<file path="config.mk">
export PLATFORM = sky130hd
export DESIGN_NAME = gyro_spi_poll_deadband
export DESIGN_NICKNAME = d
export VERILOG_FILES = /design/src/design/gspd_pkg.sv /design/src/design/gyro_spi_poll_deadband.sv
export SDC_FILE = /design/constraint.sdc
export NUM_CORES = 1
export LEC_CHECK = 0
export BUFFER_PORTS_ARGS = -buffer_cell sky130_fd_sc_hd__buf_2
export CAP_MARGIN = 20
export CORE_MARGIN = 1.5
export CORE_UTILIZATION = 54
export DETAILED_ROUTE_END_ITERATION = 12
export HOLD_SLACK_MARGIN = 0.05
export PLACE_DENSITY = 0.86
export SETUP_SLACK_MARGIN = 0.4
export SYNTH_ARGS = -nofsm -noshare
export SYNTH_HDL_FRONTEND = slang
export SYNTH_SLANG_ARGS = --single-unit
</file>
<file path="constraint.sdc">
create_clock -name clk -period 4 [get_ports clk]
set_input_delay 0.6 -clock clk [delete_from_list [all_inputs] [get_ports clk]]
set_output_delay 0.6 -clock clk [all_outputs]
set_load 0.03 [all_outputs]
</file>
<file path="src/design/gspd_pkg.sv">
package gspd_pkg;

  localparam int unsigned CAL_SAMPLES = 500;
  localparam int unsigned LOOP_W = $clog2(CAL_SAMPLES + 1);
  localparam logic [LOOP_W-1:0] CAL_LIMIT = LOOP_W'(CAL_SAMPLES);

  localparam int unsigned NUM_AXES = 3;
  localparam int unsigned AXIS_W = 2;

  typedef logic [4:0] step_t;
  typedef logic [AXIS_W-1:0] axis_t;

  // loop steps that do something other than send a dummy byte
  localparam step_t STEP_ID      = 5'd1;
  localparam step_t STEP_CTRL2_D = 5'd2;
  localparam step_t STEP_CTRL3_A = 5'd3;
  localparam step_t STEP_CTRL3_D = 5'd4;
  localparam step_t STEP_INT_A   = 5'd5;
  localparam step_t STEP_INT_D   = 5'd6;
  localparam step_t STEP_CTRL1_A = 5'd7;
  localparam step_t STEP_CTRL1_D = 5'd8;
  localparam step_t STEP_TEMP_A  = 5'd9;
  localparam step_t STEP_TEMP    = 5'd11;
  localparam step_t STEP_XL_A    = 5'd13;
  localparam step_t STEP_X_LO    = 5'd15;
  localparam step_t STEP_X_HI    = 5'd17;
  localparam step_t STEP_Y_LO    = 5'd19;
  localparam step_t STEP_Y_HI    = 5'd21;
  localparam step_t STEP_Z_LO    = 5'd23;
  localparam step_t STEP_Z_HI    = 5'd25;

  localparam axis_t AXIS_X = 2'd0;
  localparam axis_t AXIS_Y = 2'd1;
  localparam axis_t AXIS_Z = 2'd2;

  localparam logic [7:0] RD_FLAG    = 8'h80;
  localparam logic [7:0] DUMMY      = 8'hFF;
  localparam logic [7:0] A_WHOAMI   = 8'h0F;
  localparam logic [7:0] A_CTRL1    = 8'h20;
  localparam logic [7:0] A_CTRL2    = 8'h21;
  localparam logic [7:0] A_CTRL3    = 8'h22;
  localparam logic [7:0] A_TEMP     = 8'h26;
  localparam logic [7:0] A_STATUS   = 8'h27;
  localparam logic [7:0] A_OUT_X_L  = 8'h28;
  localparam logic [7:0] A_OUT_X_H  = 8'h29;
  localparam logic [7:0] A_OUT_Y_L  = 8'h2A;
  localparam logic [7:0] A_OUT_Y_H  = 8'h2B;
  localparam logic [7:0] A_OUT_Z_L  = 8'h2C;
  localparam logic [7:0] A_OUT_Z_H  = 8'h2D;
  localparam logic [7:0] A_INT1_CFG = 8'h30;

  typedef logic [1:0] cfg_idx_t;
  localparam cfg_idx_t CFG_CTRL1   = 2'd0;
  localparam cfg_idx_t CFG_CTRL2   = 2'd1;
  localparam cfg_idx_t CFG_CTRL3   = 2'd2;
  localparam cfg_idx_t CFG_INT_CFG = 2'd3;

  localparam logic [7:0] CTRL1_RST   = 8'd255;
  localparam logic [7:0] CTRL2_RST   = 8'd41;
  localparam logic [7:0] CTRL3_RST   = 8'd56;
  localparam logic [7:0] INT_CFG_RST = 8'd42;

endpackage

</file>
<file path="src/design/gyro_spi_poll_deadband.sv">
// SPI byte poller for a three-axis gyro with a min/max deadband. Each rx byte
// accepted on the in_ channel yields exactly one result on the out_ channel:
// the next byte to transmit plus the sensor readings it completed. A 26-byte
// loop reads the identity register, writes the four control bytes from the
// cfg_ registers, reads temperature and status, then X, Y and Z rates. For the
// first CAL_SAMPLES loops the corrected rate is zero while per-axis min/max
// are tracked; afterwards rates inside [min, max] read as zero. One byte is
// taken per clock: the decode, one 16-bit compare pair and the min/max update
// sit between the input port and a single output register, and a new byte is
// taken whenever that register is empty or being drained in the same cycle.
// Control registers may be rewritten only while idle.
module gyro_spi_poll_deadband
  import gspd_pkg::*;
(
  input  logic               clk,
  input  logic               rst_n,
  input  logic               in_valid,
  output logic               in_ready,
  input  logic [7:0]         in_rx_byte,
  output logic               out_valid,
  input  logic               out_ready,
  output logic [7:0]         out_tx_byte,
  output logic               out_new_transaction,
  output logic               out_sample_valid,
  output logic [1:0]         out_sample_axis,
  output logic signed [15:0] out_raw_rate,
  output logic signed [15:0] out_corrected_rate,
  output logic               out_calibrating,
  output logic [7:0]         out_device_id,
  output logic signed [7:0]  out_temperature,
  input  logic               cfg_we,
  input  cfg_idx_t           cfg_index,
  input  logic [7:0]         cfg_wdata
);

  logic [7:0] ctrl1_r, ctrl2_r, ctrl3_r, int_cfg_r;

  step_t             step_r, step_nxt;
  logic [7:0]        low_hold_r, low_hold_nxt;
  logic [7:0]        id_hold_r, id_hold_nxt;
  logic [7:0]        temp_hold_r, temp_hold_nxt;
  logic [LOOP_W-1:0] loop_cnt_r, loop_cnt_nxt;
  logic signed [15:0] axis_min_r [NUM_AXES];
  logic signed [15:0] axis_max_r [NUM_AXES];

  logic              out_valid_r;
  logic [7:0]        tx_r;
  logic              newt_r, svalid_r, calib_r;
  axis_t             axis_r;
  logic signed [15:0] raw_r, corr_r;
  logic [7:0]        id_out_r, temp_out_r;

  logic              accept;
  logic [7:0]        tx_c;
  logic              newt_c, svalid_c, calib_c, in_cal;
  axis_t             axis_c;
  logic signed [15:0] raw_c, corr_c, cur_min, cur_max;

  assign in_ready = !out_valid_r || out_ready;
  assign accept   = in_valid && in_ready;

  always_ff @(posedge clk) begin
    if (!rst_n) begin
      ctrl1_r   <= CTRL1_RST;
      ctrl2_r   <= CTRL2_RST;
      ctrl3_r   <= CTRL3_RST;
      int_cfg_r <= INT_CFG_RST;
    end else if (cfg_we) begin
      unique case (cfg_index)
        CFG_CTRL1:   ctrl1_r   <= cfg_wdata;
        CFG_CTRL2:   ctrl2_r   <= cfg_wdata;
        CFG_CTRL3:   ctrl3_r   <= cfg_wdata;
        CFG_INT_CFG: int_cfg_r <= cfg_wdata;
        default: ;
      endcase
    end
  end

  assign in_cal  = loop_cnt_r < CAL_LIMIT;
  assign raw_c   = signed'({in_rx_byte, low_hold_r});
  assign cur_min = axis_min_r[axis_c];
  assign cur_max = axis_max_r[axis_c];

  always_comb begin
    tx_c          = DUMMY;
    newt_c        = 1'b0;
    svalid_c      = 1'b0;
    axis_c        = AXIS_X;
    low_hold_nxt  = low_hold_r;
    id_hold_nxt   = id_hold_r;
    temp_hold_nxt = temp_hold_r;
    loop_cnt_nxt  = loop_cnt_r;
    unique case (step_r)
      STEP_ID: begin
        id_hold_nxt = in_rx_byte;
        tx_c        = A_CTRL2;
        newt_c      = 1'b1;
      end
      STEP_CTRL2_D: tx_c = ctrl2_r;
      STEP_CTRL3_A: begin
        tx_c   = A_CTRL3;
        newt_c = 1'b1;
      end
      STEP_CTRL3_D: tx_c = ctrl3_r;
      STEP_INT_A: begin
        tx_c   = A_INT1_CFG;
        newt_c = 1'b1;
      end
      STEP_INT_D: tx_c = int_cfg_r;
      STEP_CTRL1_A: begin
        tx_c   = A_CTRL1;
        newt_c = 1'b1;
      end
      STEP_CTRL1_D: tx_c = ctrl1_r;
      STEP_TEMP_A: begin
        tx_c   = A_TEMP | RD_FLAG;
        newt_c = 1'b1;
      end
      STEP_TEMP: begin
        temp_hold_nxt = in_rx_byte;
        tx_c          = A_STATUS | RD_FLAG;
        newt_c        = 1'b1;
      end
      STEP_XL_A: begin
        tx_c   = A_OUT_X_L | RD_FLAG;
        newt_c = 1'b1;
      end
      STEP_X_LO: begin
        low_hold_nxt = in_rx_byte;
        tx_c         = A_OUT_X_H | RD_FLAG;
        newt_c       = 1'b1;
      end
      STEP_Y_LO: begin
        low_hold_nxt = in_rx_byte;
        tx_c         = A_OUT_Y_H | RD_FLAG;
        newt_c       = 1'b1;
      end
      STEP_Z_LO: begin
        low_hold_nxt = in_rx_byte;
        tx_c         = A_OUT_Z_H | RD_FLAG;
        newt_c       = 1'b1;
      end
      STEP_X_HI: begin
        axis_c   = AXIS_X;
        svalid_c = 1'b1;
        tx_c     = A_OUT_Y_L | RD_FLAG;
        newt_c   = 1'b1;
      end
      STEP_Y_HI: begin
        axis_c   = AXIS_Y;
        svalid_c = 1'b1;
        tx_c     = A_OUT_Z_L | RD_FLAG;
        newt_c   = 1'b1;
      end
      STEP_Z_HI: begin
        axis_c   = AXIS_Z;
        svalid_c = 1'b1;
        tx_c     = A_WHOAMI | RD_FLAG;
        newt_c   = 1'b1;
        if (in_cal) loop_cnt_nxt = loop_cnt_r + LOOP_W'(1);
      end
      default: ;
    endcase
    step_nxt = (step_r == STEP_Z_HI) ? '0 : step_r + step_t'(1);
  end

  // deadband: pass only values outside the band learned during calibration
  always_comb begin
    corr_c = '0;
    if (svalid_c && !in_cal && (raw_c < cur_min || raw_c > cur_max)) corr_c = raw_c;
  end

  assign calib_c = loop_cnt_nxt < CAL_LIMIT;

  always_ff @(posedge clk) begin
    if (!rst_n) begin
      step_r      <= '0;
      low_hold_r  <= '0;
      id_hold_r   <= '0;
      temp_hold_r <= '0;
      loop_cnt_r  <= '0;
      for (int i = 0; i < NUM_AXES; i++) begin
        axis_min_r[i] <= '0;
        axis_max_r[i] <= '0;
      end
    end else if (accept) begin
      step_r      <= step_nxt;
      low_hold_r  <= low_hold_nxt;
      id_hold_r   <= id_hold_nxt;
      temp_hold_r <= temp_hold_nxt;
      loop_cnt_r  <= loop_cnt_nxt;
      if (svalid_c && in_cal) begin
        if (raw_c > cur_max) axis_max_r[axis_c] <= raw_c;
        if (raw_c < cur_min) axis_min_r[axis_c] <= raw_c;
      end
    end
  end

  always_ff @(posedge clk) begin
    if (!rst_n) begin
      out_valid_r <= 1'b0;
    end else if (accept) begin
      out_valid_r <= 1'b1;
    end else if (out_ready) begin
      out_valid_r <= 1'b0;
    end
  end

  always_ff @(posedge clk) begin
    if (accept) begin
      tx_r       <= tx_c;
      newt_r     <= newt_c;
      svalid_r   <= svalid_c;
      axis_r     <= svalid_c ? axis_c : AXIS_X;
      raw_r      <= svalid_c ? raw_c : '0;
      corr_r     <= corr_c;
      calib_r    <= calib_c;
      id_out_r   <= id_hold_nxt;
      temp_out_r <= temp_hold_nxt;
    end
  end

  assign out_valid           = out_valid_r;
  assign out_tx_byte         = tx_r;
  assign out_new_transaction = newt_r;
  assign out_sample_valid    = svalid_r;
  assign out_sample_axis     = axis_r;
  assign out_raw_rate        = raw_r;
  assign out_corrected_rate  = corr_r;
  assign out_calibrating     = calib_r;
  assign out_device_id       = id_out_r;
  assign out_temperature     = signed'(temp_out_r);

`ifndef ASSERT_OFF
  a_step_range: assert property (@(posedge clk) disable iff (!rst_n)
    step_r <= STEP_Z_HI)
    else $error("loop step left the 26-step schedule");

  a_sample_newt: assert property (@(posedge clk) disable iff (!rst_n)
    out_valid_r && svalid_r |-> newt_r)
    else $error("completed sample without a new transaction");

  a_corr_pass: assert property (@(posedge clk) disable iff (!rst_n)
    out_valid_r && corr_r != '0 |-> corr_r == raw_r && !calib_r && svalid_r)
    else $error("corrected rate differs from raw rate outside calibration");

  a_band_order: assert property (@(posedge clk) disable iff (!rst_n)
    axis_min_r[0] <= axis_max_r[0] && axis_min_r[1] <= axis_max_r[1] &&
    axis_min_r[2] <= axis_max_r[2])
    else $error("deadband minimum above maximum");

  a_loop_sat: assert property (@(posedge clk) disable iff (!rst_n)
    loop_cnt_r <= CAL_LIMIT)
    else $error("calibration loop count passed its limit");
`endif

endmodule
</file>
Word level (Yosys, flattened, before mapping). Memory sizes are Yosys's and may differ from the RTL's. Index checks and enable logic that the tools add are counted. W data, S select, Z words.

Flip-flop bits (word level): 132. Bits in writable memories: 96. Output and inout bits: 63. Bits of input ports: 23. Word-level logic and storage cells: 95. Memories kept: 2.

Memories: axis_max_r (words 3, bits a word 16, read ports 1, clocked after Yosys merged registers in 0, write ports 3, RTL line gyro_spi_poll_deadband.sv:44) `logic signed [15:0] axis_max_r [NUM_AXES];`; axis_min_r (words 3, bits a word 16, read ports 1, clocked after Yosys merged registers in 0, write ports 3, RTL line gyro_spi_poll_deadband.sv:43) `logic signed [15:0] axis_min_r [NUM_AXES];`.

Order comparisons: 4. Muxes and demuxes: 28. $add $sub $neg: 2. Equal/unequal tests: 20. Reductions and logical operators: 20.

Operator list (count): $pmux W8 S17 (1); $mux W16 (2); $reduce_or A16 Y1 (2); $eq A5 B4 Y1 const B (5); $eq A5 B5 Y1 const B (5); $eq A5 B3 Y1 const B (4); $lt A9 B9 Y1 const B (2); $mux W9 (2); $mux W1 (17); $gt A16 B16 Y1 (1); $lt A16 B16 Y1 (1); $mux W8 (2); $reduce_or A13 Y1 (1); $eq A5 B2 Y1 const B (2); $reduce_and A2 Y1 (5); $add A9 B1 Y9 const B (1); $reduce_or A3 Y1 (2); $add A5 B1 Y5 const B (1); $eq A5 B1 Y1 const B (1); $mux W5 (1); $eq A2 B2 Y1 const B (2); $logic_and A1 B1 Y1 (4); $mux W2 (2); $pmux W2 S2 (1); 5 further kinds (7).

Logic depth before layout (Yosys ltp). Gate-level depths: netlist of the first run. An unclocked memory read counts as a cell.

Depth in word-level cells: 11. Depth in mapped cells: 18. Gate-level depth less buffers: 14.

Least setup slack after synthesis of the first run. Ideal clock, no wire load.

Kind: reg2reg. Start point: register step_r[1]. End point: memory axis_max_r[2][0] (enable). Clock period less this slack: 4.048 ns. Setup time: 0.375 ns. Required time: 3.625 ns. Setup slack: -0.048 ns. Arrival time: 3.673 ns. Cell stages (with the launch flop): 18. Buffers on the path: 4. Cells stage by stage: dfxtp_1 > inv_1 > ha_1 > buf_2 > nand2_2 > clkbuf_1 > clkbuf_1 > nor3_1 > o21ai_0 > o221ai_1 > ha_1 > nand4_1 > nor2_1 > o2bb2ai_1 > o31ai_1 > and4_1 > buf_6 > nand2b_1.

RTL lines: start, declared (RTL line gyro_spi_poll_deadband.sv:38) `step_t step_r, step_nxt;`; start signal, assigned (RTL line gyro_spi_poll_deadband.sv:187) `step_r <= step_nxt;`; end, declared (RTL line gyro_spi_poll_deadband.sv:44).

==> results.cfg, run 1 <==
[run_status]
status = complete, no violations

[sta]
layout_min_cycle_time_ns = 3.75
slew_headroom = 0.309
grt_setup_unrepaired = yes
maxClockFrequency_mhz = 267
worstMarginPinSlew_ns = 1.03
hold_viol = 0
period_share = 0.936
setup_violations = 0
finalClockSkew_ns = 0.0177
finalMaxSlewViolations = 0
finalSetupTns_ns = 0
holdWs_ns = 0.331

[layout]
antenna-diode-count = 0
relative_area_change_from_synthesis_to_final_layout_pct = 18.9
drive_above_1_share = 0.209
fillCellCount = 1384
number_of_nets_in_the_finished_design = 1252

[setup_path]
endpoint_kind = register
worst_r2r_endpoint = axis_max_r[1][8]
timing.reg2reg.setup_slack_ns = 0.25
slowest_delay_ns = 0.38
path_depth = 16
crit_family = simple AND/OR/NAND/NOR gates
timing.critical_path.buf_inv = 5
critical_path_arrival_ns = 3.97
cpMostUsedCell = sky130_fd_sc_hd__buf_4
ff2ff_path_depth = 16
cp_data_required_time_ns = 4.22
endpoint = axis_max_r[1][8]
rr_startpoint = step_r[1]
timing.setup.critical_path_class = reg -> reg
crit_slowest_cell = sky130_fd_sc_hd__dfxtp_4
timing.critical_path.cells = inv_4, ha_4, nand2_8, clkbuf_16, nor3_1, o21ai_0, o221ai_1, ha_1, nand4_1, buf_4, a2111oi_4, buf_4, o31ai_4, and4_4, nand2b_4, buf_12
cp-startpoint = step_r[1]
worstSetupStartpointType = register
critical_path.max_fanout = 8

[yosys]
synth_enable_flop_cells = 157
synthArstFlopShare = 0
synth_area_leaders = sky130_fd_sc_hd__edfxtp_1, sky130_fd_sc_hd__dfxtp_1, sky130_fd_sc_hd__and2_1
post_synth_most_frequent_cells = sky130_fd_sc_hd__edfxtp_1, sky130_fd_sc_hd__nand2_1, sky130_fd_sc_hd__and2_1, sky130_fd_sc_hd__nor2_1, sky130_fd_sc_hd__a21oi_1
synth_mux_area_frac = 0.0248
yosys.cell_types.count = 71
netlist.top_cell.by_area = sky130_fd_sc_hd__edfxtp_1
synth_top_area_share = 0.418
ys_ff_latch = 228
synth-seq-area-share = 0.544
synth_most_common_cell = sky130_fd_sc_hd__edfxtp_1
synth_adder_area_share = 0.0419
synthesized_area_fraction_occupied_by_and_or_nand_nor_cells = 0.227
synth-main-ff-cell = sky130_fd_sc_hd__edfxtp_1
synth_top_family_by_area = simple AND/OR/NAND/NOR gates
avgSynthCellArea_sq_um = 10.3
synthesis.yosys.warnings = 0
xor_xnor_fraction_of_synth_area = 0.00621
syn-num-nets = 1159
synthesis.area_sq_mm = 0.0113
synth-compound-area-share = 0.120
netlist_instances = 1099

[grt]
grt_pass1_wl_mm = 45.9
groute.usage.overall = 0.266
grt_antenna_before_repair = 0
first_global_vias = 8874
grt_max_degree = 54
grt_overflow_total = 0

[power_and_ir_drop]
maximum_ir_drop_on_the_vdd_rail_mv = 0.392
power.density_cell_area_mw_per_mm2 = 399
leakage_nw = 5.25

[floorplan]
die_area_sq_mm = 0.0218
rows = 52
ios = 86
initial_utilization = 0.554
dieWidth_um = 148
floorplan.core_area_sq_mm = 0.0204
die_height_um = 148

[hold_path]
min-delay-start = in_valid
min_path_type = in -> reg

[routing]
drc = 0
drt-wirelength-per-cell_um = 21.5
drt-vias-per-instance = 6.27
drt_first_iter_violations = 1051
antenna_left = 0
wl_mm = 31.8
routed_vias = 9274
detailedRoute.firstPassIterationCount = 5

[flow_run]
max-cap-violations = 0

[cts]
cts.path.max_buffers = 3
clk_latency_ns = 0.52
tritoncts_clock_tree = built
cts-buffers-inserted = 24
clock_tree.root_cell = sky130_fd_sc_hd__clkbuf_16
clock_sinks = 228
clkTransAtPathRegs_ns = 0.06
htree_num_levels = 1

[place]
dp_hpwl_mm = 17.5
rd_place_congestion = 0.860
i_o_buffers = 85
-- how the worst min path moves through the flow --
| stage | cells after the start | to |
|---|---|---|
| after floorplan | 2 | temp_hold_r[2] |
| after global placement | 2 | temp_hold_r[2] |
| after detailed placement | 2 | id_hold_r[0] |
| after CTS | 3 | out_valid |
| after global routing | 3 | out_valid |
| final | 3 | out_valid |
-- flip-flops by register name (all words and copies together) (netlist names), 5 cells and up --
signal	count
out_device_id	8
axis_max_r	48
temp_hold_r	8
ctrl1_r	8
ctrl3_r	8
axis_min_r	48
step_r	5
out_corrected_rate	16
int_cfg_r	8
out_tx_byte	8
loop_cnt_r	9
id_hold_r	8
out_raw_rate	16
out_temperature	8
ctrl2_r	8
low_hold_r	8
-- per-stage QoR --
stage	util	area [sq um]	power, mW	cells	setup slack, ns
2_1_floorplan	-	11300	2.95	1099	0.380
6_report	0.659	13400	5.35	1480	0.255
5_1_grt	0.659	13400	5.47	1480	0.192
4_1_cts	0.642	13100	5.32	1464	0.364
3_3_place_gp	0.589	12000	3.07	1403	0.273
3_5_place_dp	0.589	12000	3.08	1403	0.0650
-- timing repair --
item,CTS,global route
setup buffers,11,9
hold buffers,0,0
hold endpoints to repair,0,0
setup endpoints to repair,184,208
gates resized for setup,19,30
pin swaps,7,15
cloned,6,7
-- routing by layer --
layer  GRT usage  vias to the layer above  part of all wire
met5           0                        -                 0
met4       0.128                        0             0.046
met3      0.0414                      134             0.085
met2       0.457                      569              0.50
met1       0.329                     4420              0.37
li1            -                     4151                 -
-- logic make-up after synthesis --
| logic type | count (synthesis) |
|---|---|
| multiplexers | 26 |
| XOR/XNOR | 8 |
| flip-flops | 228 |
| AND/OR/NAND/NOR | 500 |
| adder cells (fa/ha/maj) | 38 |
| buffers and inverters | 94 |
| AO/OA/AOI/OAI | 205 |
-- cells in the final DEF (no fill, tap or decap), types with 4 or more instances in the layout --
cell	synthesis	routed
sky130_fd_sc_hd__buf_4	2	41
sky130_fd_sc_hd__o21ai_1	1	4
sky130_fd_sc_hd__o21a_1	4	4
sky130_fd_sc_hd__nor2_1	94	93
sky130_fd_sc_hd__nand4_1	7	7
sky130_fd_sc_hd__ha_1	37	36
sky130_fd_sc_hd__dfxtp_1	71	66
sky130_fd_sc_hd__nand3_1	30	30
sky130_fd_sc_hd__o21ai_0	34	30
sky130_fd_sc_hd__and2_1	94	93
sky130_fd_sc_hd__buf_12	0	6
sky130_fd_sc_hd__a31oi_1	4	4
sky130_fd_sc_hd__clkbuf_1	57	4
sky130_fd_sc_hd__nor2b_1	49	49
sky130_fd_sc_hd__o221ai_1	30	29
sky130_fd_sc_hd__nand2b_1	12	6
sky130_fd_sc_hd__and2_2	6	6
sky130_fd_sc_hd__a221oi_1	4	4
sky130_fd_sc_hd__clkbuf_16	0	32
sky130_fd_sc_hd__inv_1	12	10
sky130_fd_sc_hd__xnor2_1	7	7
sky130_fd_sc_hd__mux2i_1	10	10
sky130_fd_sc_hd__clkinv_2	0	6
sky130_fd_sc_hd__a21oi_1	84	82
sky130_fd_sc_hd__mux2_2	15	15
sky130_fd_sc_hd__nand2_1	120	120
sky130_fd_sc_hd__nor3_1	40	39
sky130_fd_sc_hd__nand2b_4	0	11
sky130_fd_sc_hd__edfxtp_1	157	157
sky130_fd_sc_hd__o211ai_1	4	4
sky130_fd_sc_hd__and3_1	21	20
sky130_fd_sc_hd__a22oi_1	7	7
sky130_fd_sc_hd__buf_2	12	85
-- area by class of cell --
type,count,area (sq um),share of cell area
repair buffers,142,1060,0.0794
flip-flops and latches,228,6150,0.458
multi-input cells,783,5000,0.372
inverters,13,52.6,0.00392
well taps,270,338,0.0252
clock inverters,12,120,0.00895
clock buffers,32,693,0.0517
-- worst register-to-register path: cells and delay by family, from the launching register on --
family	cells	cell delay, ns
adder cells (fa/ha/maj)	2	0.54
buffers and inverters	5	0.71
flip-flops	1	0.38
AND/OR/NAND/NOR	5	0.93
AO/OA/AOI/OAI	4	0.91
-- report_power, final --
part           internal, mW  switching (mW)
Sequential             2.61          0.0431
Combinational         0.129           0.298
Clock                  1.35           0.924
Total                  4.09            1.26
(Power assumes the default switching activity.)
==> run 2: changes to the inputs <==
--- a/config.mk
+++ b/config.mk
@@ -12,6 +12,7 @@
 export DETAILED_ROUTE_END_ITERATION = 12
 export HOLD_SLACK_MARGIN = 0.05
 export PLACE_DENSITY = 0.86
+export RECOVER_POWER = 25
 export SETUP_SLACK_MARGIN = 0.4
 export SYNTH_ARGS = -nofsm -noshare
 export SYNTH_HDL_FRONTEND = slang
==> run 2 against run 1 <==
  * Largest power group unchanged
  * The run now ends with DRC, capacitance limit, slew limit left
  * Critical path type unchanged
  * Routed wire length is 0.35% higher
  * Register-to-register slack hardly changed
  * Cell area down 0.36%
==> results.cfg, run 2 (synthesized netlist as in run 1, its figures left out) <==
[run_status]
status = complete, but fails checks
violations = DRC, capacitance limit, slew limit

[cts]
clk_latency_ns = 0.51
clock_sinks = 228
clock_tree.root_cell = sky130_fd_sc_hd__clkbuf_16
tritoncts_clock_tree = built
cts-buffers-inserted = 24
clkTransAtPathRegs_ns = 0.06
cts.path.max_buffers = 3
htree_num_levels = 1

[routing]
routed_vias = 9252
drt-wirelength-per-cell_um = 21.5
drc = 1
drt_first_iter_violations = 935
detailedRoute.firstPassIterationCount = 9
antenna_left = 0
wl_mm = 31.9
drt-vias-per-instance = 6.25

[power_and_ir_drop]
leakage_nw = 5.13
maximum_ir_drop_on_the_vdd_rail_mv = 0.391
power.density_cell_area_mw_per_mm2 = 400

[grt]
first_global_vias = 8874
groute.usage.overall = 0.266
grt_most_used_layer = met2
fraction_of_met3_tracks_used_by_global_routing = 0.0414
use_met1 = 0.329
grt_overflow_total = 0
grt_max_degree = 54
grt_pass1_wl_mm = 45.9
groute.layer.met2.usage = 0.457
grt_antenna_before_repair = 0

[setup_path]
endpoint_kind = register
slowest_delay_ns = 0.38
timing.setup.critical_path_class = reg -> reg
worstSetupStartpointType = register
crit_family = simple AND/OR/NAND/NOR gates
rr_startpoint = step_r[1]
critical_path_arrival_ns = 3.98
timing.critical_path.cells = inv_4, ha_4, nand2_8, clkbuf_16, nor3_1, o21ai_0, o221ai_1, ha_1, nand4_1, buf_4, a2111oi_4, buf_4, o31ai_4, and4_4, nand2b_4, buf_12
cp_data_required_time_ns = 4.22
cpMostUsedCell = sky130_fd_sc_hd__buf_4
timing.critical_path.buf_inv = 5
cp-startpoint = step_r[1]
critical_path.max_fanout = 8
crit_slowest_cell = sky130_fd_sc_hd__dfxtp_4

[layout]
layout.cells.non_filler = 1480
most_common_cell_after_layout_fill_and_taps_aside = sky130_fd_sc_hd__edfxtp_1
number_of_nets_in_the_finished_design = 1252
multiInputGateArea_sq_mm = 0.00500
reg_top3 = axis_max_r: 48 flops, axis_min_r: 48 flops
antenna-diode-count = 0
fillCellCount = 1408
relative_area_change_from_synthesis_to_final_layout_pct = 18.5
layout_common_cells = sky130_fd_sc_hd__edfxtp_1, sky130_fd_sc_hd__nand2_1, sky130_fd_sc_hd__nor2_1, sky130_fd_sc_hd__and2_1, sky130_fd_sc_hd__a21oi_1
drive_above_1_share = 0.179
seq_area_sq_mm = 0.00615

[sta]
setup_violations = 0
slew_headroom = -0.486
hold_viol = 0
holdWs_ns = 0.332
finalWorstSetupSlack_ns = 0.240
maxClockFrequency_mhz = 266
finalClockSkew_ns = 0.0145
period_share = 0.940
layout_min_cycle_time_ns = 3.76
worstMarginPinSlew_ns = 2.23
finalMaxSlewViolations = 46
finalSetupTns_ns = 0
grt_setup_unrepaired = yes

[hold_path]
min_path_type = in -> reg
min-delay-start = in_valid

[place]
place_ws_ns = 0.0650
i_o_buffers = 85
dpl.cell_count = 1403
dp_hpwl_mm = 17.5
rd_place_congestion = 0.860

[floorplan]
floorplan.core_area_sq_mm = 0.0204
rows = 52
die_height_um = 148
ios = 86
initial_utilization = 0.554
dieWidth_um = 148
die_area_sq_mm = 0.0218

[flow_run]
max-cap-violations = 1
==> run 2: where the power goes <==
part	switching [mW]	internal [mW]	total, mW
Clock	0.925	1.35	2.28
Sequential	0.0433	2.61	2.65
Combinational	0.298	0.123	0.421
==> run 2: worst paths after layout <==
path	slack, ns	depth (start not counted)	to
worst max-delay path	0.24	16	axis_max_r[1][8]
worst min-delay path	0.33	3	out_valid
worst max register to register	0.24	16	axis_max_r[1][8]
worst min register to register	0.45	2	id_hold_r[0]
==> run 2: area by class of cell <==
type / instances / area share
Sequential cell: 228 / 0.460
Multi-Input combinational cell: 783 / 0.374
Timing Repair Buffer: 142 / 0.0760
Clock buffer: 32 / 0.0519
Tap cell: 270 / 0.0253
Clock inverter: 12 / 0.00899
Inverter: 13 / 0.00393
==> run 2: per-layer routing <==
metal  wire length, um  share of wire
met1             11700           0.37
met2             15900           0.50
met3              2850          0.089
met4              1450          0.045
met5                 0              0
==> run 2: metrics by stage <==
step,total power [mW],area [sq um],utilization
4_1_cts,5.32,13100,0.642
2_1_floorplan,2.95,11300,-
5_1_grt,5.47,13400,0.656
3_3_place_gp,3.07,12000,0.589
6_report,5.35,13400,0.656
3_5_place_dp,3.08,12000,0.589
==> run 2: worst reg2reg max path: stages (launching register included) <==
cell                        delay [ns]
sky130_fd_sc_hd__dfxtp_4          0.38
sky130_fd_sc_hd__inv_4            0.05
sky130_fd_sc_hd__ha_4             0.18
sky130_fd_sc_hd__nand2_8          0.13
sky130_fd_sc_hd__clkbuf_16        0.17
sky130_fd_sc_hd__nor3_1           0.06
sky130_fd_sc_hd__o21ai_0          0.28
sky130_fd_sc_hd__o221ai_1         0.22
sky130_fd_sc_hd__ha_1             0.35
sky130_fd_sc_hd__nand4_1          0.19
sky130_fd_sc_hd__buf_4            0.18
sky130_fd_sc_hd__a2111oi_4        0.04
sky130_fd_sc_hd__buf_4            0.16
sky130_fd_sc_hd__o31ai_4          0.38
sky130_fd_sc_hd__and4_4           0.35
sky130_fd_sc_hd__nand2b_4         0.20
sky130_fd_sc_hd__buf_12           0.15
==> run 2: what timing repair did <==
item                       CTS  global route
setup endpoints to repair  184           208
setup buffers               11             9
hold buffers                 0             0
gates resized for setup     19            30
gates cloned                 6             7
pin swaps                    7            15
